File: src/hw/rtl/gaussian_blur_clamped_grid_core_macros.svh
// Assertion macros for the clamped-grid blur core.
`ifndef GAUSSIAN_BLUR_CLAMPED_GRID_CORE_MACROS_SVH
`define GAUSSIAN_BLUR_CLAMPED_GRID_CORE_MACROS_SVH

`ifndef NO_ASSERTIONS
// Same-cycle implication, sampled on clk and disabled while arst_n is low.
`define GBCG_ASSERT_IMPLY(label, ante, cons) \
	label: assert property (@(posedge clk) disable iff (!arst_n) (ante) |-> (cons)) \
		else $error("gbcg assertion failed");
// Next-cycle implication.
`define GBCG_ASSERT_NEXT(label, ante, cons) \
	label: assert property (@(posedge clk) disable iff (!arst_n) (ante) |=> (cons)) \
		else $error("gbcg assertion failed");
`else
`define GBCG_ASSERT_IMPLY(label, ante, cons)
`define GBCG_ASSERT_NEXT(label, ante, cons)
`endif

`endif

File: src/hw/rtl/gbcg_pkg.sv
// Shared types, constants and the blur tap table of the clamped-grid blur core.
package gbcg_pkg;

	localparam int CFG_BITS     = 9;
	localparam int NUM_TAPS     = 13;
	localparam int TAP_BITS     = 4;
	localparam int DRAIN_CYCLES = 2;
	localparam int WEIGHT_BITS  = 16;

	localparam logic [CFG_BITS-1:0] CFG_DIM_RESET = 9'd256;

	// Configuration register indexes.
	localparam logic CFG_COLS = 1'b0;
	localparam logic CFG_ROWS = 1'b1;

	// Item kinds.
	localparam logic KIND_WRITE = 1'b0;
	localparam logic KIND_QUERY = 1'b1;

	typedef enum logic [3:0] {
		ST_IDLE  = 4'b0001,
		ST_READ  = 4'b0010,
		ST_DRAIN = 4'b0100,
		ST_EMIT  = 4'b1000
	} state_t;

	typedef struct packed {
		logic signed [2:0]       dx;
		logic signed [2:0]       dy;
		logic [WEIGHT_BITS-1:0]  w;
	} tap_t;

	typedef struct packed {
		logic                accept;
		logic                rd_en;
		logic [TAP_BITS-1:0] tap;
		logic                emit;
	} cmd_t;

	typedef struct packed {
		logic query_ok;
		logic out_busy;
	} status_t;

	// Thirteen taps within radius 2.2, Q0.16 weights that sum to exactly one.
	function automatic tap_t tap_entry(input logic [TAP_BITS-1:0] t);
		tap_t e;
		case (t)
			4'd0:    e = '{dx:  3'sd0, dy: -3'sd2, w: 16'd365};
			4'd1:    e = '{dx: -3'sd1, dy: -3'sd1, w: 16'd2811};
			4'd2:    e = '{dx:  3'sd0, dy: -3'sd1, w: 16'd7799};
			4'd3:    e = '{dx:  3'sd1, dy: -3'sd1, w: 16'd2811};
			4'd4:    e = '{dx: -3'sd2, dy:  3'sd0, w: 16'd365};
			4'd5:    e = '{dx: -3'sd1, dy:  3'sd0, w: 16'd7799};
			4'd6:    e = '{dx:  3'sd0, dy:  3'sd0, w: 16'd21636};
			4'd7:    e = '{dx:  3'sd1, dy:  3'sd0, w: 16'd7799};
			4'd8:    e = '{dx:  3'sd2, dy:  3'sd0, w: 16'd365};
			4'd9:    e = '{dx: -3'sd1, dy:  3'sd1, w: 16'd2811};
			4'd10:   e = '{dx:  3'sd0, dy:  3'sd1, w: 16'd7799};
			4'd11:   e = '{dx:  3'sd1, dy:  3'sd1, w: 16'd2811};
			4'd12:   e = '{dx:  3'sd0, dy:  3'sd2, w: 16'd365};
			default: e = '{dx:  3'sd0, dy:  3'sd0, w: 16'd0};
		endcase
		return e;
	endfunction

endpackage

File: src/hw/rtl/gbcg_ctrl.sv
// Controller state machine: request intake, tap sequencing, pipeline drain and result hand-off.
module gbcg_ctrl (
	input  logic              clk,
	input  logic              arst_n,
	input  logic              in_valid,
	output logic              in_stall,
	input  gbcg_pkg::status_t status,
	output gbcg_pkg::cmd_t    cmd
);

	gbcg_pkg::state_t              state_q;
	gbcg_pkg::state_t              state_d;
	logic [gbcg_pkg::TAP_BITS-1:0] cnt_q;
	logic [gbcg_pkg::TAP_BITS-1:0] cnt_d;

	assign in_stall   = (state_q != gbcg_pkg::ST_IDLE);
	assign cmd.accept = in_valid && (state_q == gbcg_pkg::ST_IDLE);
	assign cmd.rd_en  = (state_q == gbcg_pkg::ST_READ);
	assign cmd.tap    = cnt_q;
	assign cmd.emit   = (state_q == gbcg_pkg::ST_EMIT) && !status.out_busy;

	always_comb begin
		state_d = state_q;
		cnt_d   = cnt_q;
		case (state_q)
			gbcg_pkg::ST_IDLE: begin
				cnt_d = '0;
				if (cmd.accept) begin
					// Writes and out-of-grid requests skip straight to the result.
					state_d = status.query_ok ? gbcg_pkg::ST_READ : gbcg_pkg::ST_EMIT;
				end
			end
			gbcg_pkg::ST_READ: begin
				if (cnt_q == gbcg_pkg::TAP_BITS'(gbcg_pkg::NUM_TAPS - 1)) begin
					cnt_d   = '0;
					state_d = gbcg_pkg::ST_DRAIN;
				end else begin
					cnt_d = cnt_q + 1'b1;
				end
			end
			gbcg_pkg::ST_DRAIN: begin
				if (cnt_q == gbcg_pkg::TAP_BITS'(gbcg_pkg::DRAIN_CYCLES - 1)) begin
					cnt_d   = '0;
					state_d = gbcg_pkg::ST_EMIT;
				end else begin
					cnt_d = cnt_q + 1'b1;
				end
			end
			gbcg_pkg::ST_EMIT: begin
				if (!status.out_busy) begin
					state_d = gbcg_pkg::ST_IDLE;
				end
			end
			default: begin
				state_d = gbcg_pkg::ST_IDLE;
				cnt_d   = '0;
			end
		endcase
	end

	always_ff @(posedge clk or negedge arst_n) begin
		if (!arst_n) begin
			state_q <= gbcg_pkg::ST_IDLE;
			cnt_q   <= '0;
		end else begin
			state_q <= state_d;
			cnt_q   <= cnt_d;
		end
	end

endmodule

File: config.mk
export PLATFORM = sky130hd
export DESIGN_NAME = gbcg_ctrl
export DESIGN_NICKNAME = d
export VERILOG_FILES = /design/src/hw/rtl/gaussian_blur_clamped_grid_core_macros.svh /design/src/hw/rtl/gbcg_pkg.sv /design/src/hw/rtl/gbcg_ctrl.sv
export SDC_FILE = /design/constraint.sdc
export NUM_CORES = 1
export LEC_CHECK = 0
export BUFFER_PORTS_ARGS = -buffer_cell sky130_fd_sc_hd__buf_4
export CAP_MARGIN = 20
export CORE_MARGIN = 2
export CORE_UTILIZATION = 30
export DETAILED_ROUTE_END_ITERATION = 8
export GPL_TIMING_DRIVEN = 0
export PLACE_DENSITY = 0.52
export SETUP_SLACK_MARGIN = 0.3
export SLEW_MARGIN = 25
export SYNTH_ARGS = -nofsm -noshare
export SYNTH_HDL_FRONTEND = slang
export SYNTH_SLANG_ARGS = --single-unit
File: constraint.sdc
create_clock -name clk -period 1.85 [get_ports clk]
set_input_delay 0.37 -clock clk [delete_from_list [all_inputs] [get_ports clk]]
set_output_delay 0.37 -clock clk [all_outputs]
set_load 0.05 [all_outputs]
==> flow_metrics.py, run 1 <==
metrics = {
    "timing": {
        "whs_ns": 0.263,
        "finalCriticalPeriod_ns": 1.81,
        "hold_viol": 0,
        "fmax_mhz": 553,
        "slew_violations": 0,
        "rsz0062_at_grt": "yes",
        "fin_skew_ns": 0.000617,
        "final-setup-viol-count": 0,
        "fin_crit_sh": 0.978,
        "maxSlewHeadroom": 0.804,
        "worst_pin_slew_ns": 0.294,
    },
    "synthesis": {
        "yosysWarnings": 0,
        "synth_cells": 61,
        "synth_nets": 69,
        "synth-main-ff-cell": "dfrtp_1",
        "synth_area_sq_um": 588,
        "async_reset_ff_frac": 1.00,
        "syn_area_per_cell_sq_um": 9.64,
        "ys_types": 29,
        "ys_ff_latch": 8,
        "ys_seq_area_frac": 0.343,
        "synth_edf_count": 0,
    },
    "finish": {
        "n_antenna_cell": 0,
        "synthToLayoutAreaGrowth_pct": 62.3,
        "final_common_cell": "buf_4",
        "nets": 98,
        "mostFrequentLayoutCells": "buf_4, buf_6, nand2_1, o21ai_0",
        "fill_cells": 174,
        "drive_gt1_frac": 0.551,
    },
    "die": {
        "die_area_sq_mm": 0.00233,
        "die_y_um": 48.3,
        "coreArea_sq_mm": 0.00190,
        "initial_core_util": 0.309,
        "die_w_um": 48.3,
        "io_pins": 13,
        "num_rows": 16,
    },
    "clocking": {
        "cts-root-buf": "clkbuf_4",
        "htreeDepth": 1,
        "clock_path_buffers": 2,
        "cts_buffers": 3,
        "clock_sinks": 8,
        "clock_latency_ns": 0.26,
        "cts.reportedPaths.clkPinSlew_ns": 0.06,
        "cts_tree": "built",
    },
    "worst_setup_path": {
        "critPathMaxStageDelay_ns": 0.52,
        "crit_family": "flip-flops",
        "cp-start-kind": "register",
        "path_cells": "buf_6, nor4b_4, buf_4, inv_2, buf_6",
        "worstSetupPathType": "reg -> out",
        "path_buf_inv": 4,
        "cpMostUsedCell": "buf_6",
        "cp.required_ns": 1.48,
        "cp.arrival_ns": 1.44,
        "critPathSlowestCell": "dfstp_2",
        "end_kind": "primary output",
        "critPathMaxFanout": 4,
    },
    "detailed_routing": {
        "firstDrtPassIters": 3,
        "drt_iter0_drc": 4,
        "viasPerCell": 4.59,
        "vias": 532,
        "drt_wl_total_mm": 1.35,
        "route.detailed.drc": 0,
        "wl_per_cell_um": 11.6,
        "antenna_left": 0,
    },
    "power_and_ir_drop": {
        "power_frac_comb": 0.652,
        "power.density_mw_per_mm2": 1240,
        "totalPowerFinal_uw": 1190,
        "pwr-share-clk": 0.126,
        "ir_drop_mv": 0.735,
        "swShare": 0.413,
        "p_leak_uw": 0.000419,
        "sequentialPowerShare": 0.222,
        "switchingPower_uw": 490,
        "p_int_uw": 696,
    },
    "grt": {
        "grt_max_degree": 11,
        "antenna_found_initial": 0,
        "grt_pass1_wl_mm": 2.06,
        "grt_pass1_vias": 459,
        "grt.total_usage": 0.136,
        "overflow": 0,
    },
    "status": {
        "status": "finished, final reports clean",
    },
    "placement": {
        "gp_congestion": 0.685,
        "dp_hpwl_um": 880,
        "port-buffer-count": 12,
    },
    "worst_hold_path": {
        "hp-class": "in -> reg",
    },
    "run": {
        "cap_violations": 0,
    },
}
synthesized netlist by cell type (2+ instances only):
cell,instances,share of area
nand3_1,2,0.017
buf_2,3,0.026
nor2b_1,2,0.021
nand2_1,6,0.038
o21ai_0,8,0.068
dfrtp_1,7,0.30
nor4b_1,2,0.030
nor2_1,3,0.019
ha_1,3,0.064
inv_1,6,0.038
stage by stage:
stage | utilization | worst slack [ns] | TNS, ns | area (sq um) | instances
finish | 0.502 | 0.0410 | 0 | 955 | 116
global route | 0.502 | -0.0142 | -0.0216 | 955 | 116
CTS | 0.484 | 0.0476 | 0 | 921 | 115
detailed placement | 0.399 | -0.171 | -0.210 | 758 | 100
global placement | 0.399 | -0.148 | -0.195 | 758 | 100
floorplan | - | 0.0521 | 0 | 634 | 61
per-layer routing:
layer,GRT usage,up-vias,share of wire
met5,0,-,0
li1,-,274,-
met4,0.0811,0,0.022
met1,0.181,246,0.45
met3,0.0556,5,0.041
met2,0.182,7,0.48
cell families (layout without fill, tap and decap cells):
kind of cell	Yosys count	after routing	share of synthesized area
compound gates	17	17	0.234
xor+xnor	1	1	0.0149
fa+ha+maj	3	3	0.0638
buf+inv	9	37	0.0638
flops	8	8	0.343
mux	1	1	0.0170
simple gates	22	22	0.264
flip-flops by register name, summed over array words and instances, names as in the netlist:
| signal | cells |
|---|---|
| state_q | 4 |
| cnt_q | 4 |
path summary, 6_finish.rpt:
check	from	end	slack, ns	cells after the start
hold / removal	in_valid	state_q[0]	0.26	2
hold reg to reg	cnt_q[0]	cnt_q[0]	0.55	1
min in group asynchronous	arst_n	cnt_q[3]	0.46	2
setup / recovery	state_q[0]	in_stall	0.04	5
max in group asynchronous	arst_n	state_q[0]	1.18	2
setup reg to reg	cnt_q[1]	state_q[3]	0.13	6
worst register-to-register path, delay by kind of cell, from the launching register on:
family                     cells  cell delay (ns)
AOI/OAI and AO/OA              3             0.63
adders and majority gates      1             0.13
DFF                            1             0.40
buffers and inverters          1             0.08
and+or+nand+nor                1             0.38
area by class of cell:
type | count | area, sq um | area share
inverters | 6 | 22.5 | 0.0236
clock buffers | 4 | 26.3 | 0.0275
flip-flops and latches | 8 | 205 | 0.215
repair buffers | 24 | 220 | 0.231
well taps | 27 | 33.8 | 0.0354
plain buffers | 3 | 33.8 | 0.0354
multi-input cells | 44 | 413 | 0.433
power by group through the flow:
stage / Clock, uW / Combinational (uW) / Sequential, uW
detailed placement: 0 / 544 / 256
floorplan: 0 / 412 / 264
global route: 169 / 830 / 269
finish: 150 / 773 / 264
CTS: 160 / 754 / 263
global placement: 0 / 542 / 255
what timing repair did:
action | 4_1_cts | 5_1_grt
endpoints found under the hold margin | 7 | 0
buffers inserted | 10 | 1
pin swaps | 3 | 1
gates resized for setup | 12 | 7
hold buffers | 1 | 0
endpoints found under the setup margin | 8 | 10
(Power assumes the default switching activity.)
==> run 2, diff against run 1 <==
CAP_MARGIN = 10   (was 20)
CORE_UTILIZATION = 35   (was 30)
PLACE_DENSITY = 0.59   (was 0.52)
==> flow_metrics.py, run 2 (synthesized netlist as in run 1, its figures left out) <==
metrics = {
    "timing": {
        "fmax_mhz": 552,
        "fin_crit_sh": 0.980,
        "slew_violations": 0,
        "maxSlewHeadroom": 0.805,
        "worst_pin_slew_ns": 0.292,
        "finalCriticalPeriod_ns": 1.81,
        "fin_skew_ns": 0.00177,
        "tns_ns": 0,
        "final-setup-viol-count": 0,
        "hold_viol": 0,
        "rsz0062_at_grt": "yes",
    },
    "finish": {
        "stdcell_count": 106,
        "fill_cells": 131,
        "mostFrequentLayoutCells": "buf_4, buf_6, nand2_1, o21ai_0",
        "drive_gt1_frac": 0.556,
        "n_antenna_cell": 0,
        "fin_area_sq_um": 942,
        "top_regs": "cnt_q (4), state_q (4)",
        "synthToLayoutAreaGrowth_pct": 60.2,
        "nets": 99,
        "final_common_cell": "buf_4",
    },
    "worst_setup_path": {
        "cp-start-kind": "register",
        "r2r_cells": 6,
        "cp.depth": 5,
        "worstReg2RegEnd": "state_q[3]",
        "cp.required_ns": 1.48,
        "r2r_start": "cnt_q[1]",
        "critPathMaxFanout": 4,
        "crit_family": "flip-flops",
        "end_kind": "primary output",
        "critPathSlowestCell": "dfstp_2",
        "cpMostUsedCell": "buf_6",
        "cp.arrival_ns": 1.44,
        "critPathMaxStageDelay_ns": 0.52,
        "worstSetupPathType": "reg -> out",
        "reg2reg_slack_ns": 0.10,
        "path_buf_inv": 4,
        "path_cells": "buf_6, nor4b_4, buf_4, inv_2, buf_6",
    },
    "detailed_routing": {
        "antenna_left": 0,
        "viasPerCell": 4.99,
        "wl_per_cell_um": 12.2,
        "drt_wl_total_mm": 1.29,
        "firstDrtPassIters": 4,
        "route.detailed.drc": 0,
        "drt_iter0_drc": 2,
        "vias": 529,
    },
    "placement": {
        "place_area_sq_um": 744,
        "place_inst": 89,
        "port-buffer-count": 12,
        "dp_hpwl_um": 836,
        "gp_congestion": 0.681,
    },
    "clocking": {
        "cts-root-buf": "clkbuf_4",
        "clock_path_buffers": 2,
        "cts_buffers": 3,
        "clock_latency_ns": 0.26,
        "clock_sinks": 8,
        "htreeDepth": 1,
        "cts.reportedPaths.clkPinSlew_ns": 0.05,
        "cts_tree": "built",
    },
    "die": {
        "initial_core_util": 0.381,
        "die_w_um": 45.0,
        "io_pins": 13,
        "num_rows": 14,
        "die_area_sq_mm": 0.00202,
        "die_y_um": 45.0,
        "coreArea_sq_mm": 0.00154,
    },
    "grt": {
        "antenna_found_initial": 0,
        "grt_max_degree": 11,
        "grt_pass1_vias": 480,
        "grt_pass1_wl_mm": 2.12,
        "overflow": 0,
        "grt.total_usage": 0.152,
    },
    "worst_hold_path": {
        "hold_start": "in_valid",
        "whs_path_depth": 2,
        "hp-class": "in -> reg",
        "min_to": "state_q[0]",
    },
    "power_and_ir_drop": {
        "ir_drop_mv": 0.745,
        "power.density_mw_per_mm2": 1230,
        "p_leak_uw": 0.000421,
        "totalPowerFinal_uw": 1160,
    },
    "run": {
        "cap_violations": 0,
    },
    "status": {
        "status": "finished, final reports clean",
    },
}
==> run 2: what timing repair did <==
action                     4_1_cts  5_1_grt
gates resized for setup         12        4
hold buffers                     1        0
cloned                           0        0
setup endpoints to repair        7       10
setup buffers                    9        3
hold endpoints to repair         7        0
pin swaps                        2        1
==> run 2: worst reg2reg max path, delay by kind of cell, from the launching register on <==
family / cells / cell delay [ns]
AOI/OAI and AO/OA: 3 / 0.66
adders and majority gates: 1 / 0.13
DFF: 1 / 0.40
buffers and inverters: 1 / 0.08
and+or+nand+nor: 1 / 0.38
==> run 2: cell type report <==
type	count	area (sq um)	share of cell area
timing repair buffer	25	216	0.230
buffer	3	30.0	0.0319
multi-input combinational	44	422	0.448
clock buffer	4	26.3	0.0279
inverter	6	22.5	0.0239
tap	16	20.0	0.0212
sequential	8	205	0.218
==> run 2: how the worst max path moves through the flow <==
stage	to	startpoint	slack, ns
2_1_floorplan	cmd[0]	state_q[0]	0.05
3_3_place_gp	cmd[0]	state_q[0]	-0.13
3_5_place_dp	cmd[0]	state_q[0]	-0.11
4_1_cts	in_stall	state_q[0]	0.04
5_1_grt	in_stall	state_q[0]	0.001
6_report	in_stall	state_q[0]	0.04
==> run 2: per-layer routing <==
| metal | global-route usage | up-vias | wire [um] |
|---|---|---|---|
| li1 | - | 274 | - |
| met1 | 0.200 | 243 | 612 |
| met2 | 0.217 | 10 | 617 |
| met3 | 0.0720 | 2 | 57 |
| met4 | 0.0529 | 0 | 6 |
| met5 | 0 | - | 0 |
==> run 2: through the flow <==
stage	hold slack, ns	setup WS [ns]	utilization
floorplan	0.0744	0.0521	-
global placement	0.196	-0.129	0.483
detailed placement	0.196	-0.114	0.483
CTS	0.254	0.0423	0.587
global route	0.257	0.00129	0.611
finish	0.260	0.0376	0.611
==> run 2: where the power goes <==
group / leakage [uW] / switching, uW / internal (uW) / total, uW
registers: 0.000102 / 49.3 / 217 / 266
logic: 0.000304 / 373 / 376 / 749
clock network: 0.0000150 / 63.9 / 82.8 / 147
total: 0.000421 / 486 / 675 / 1160
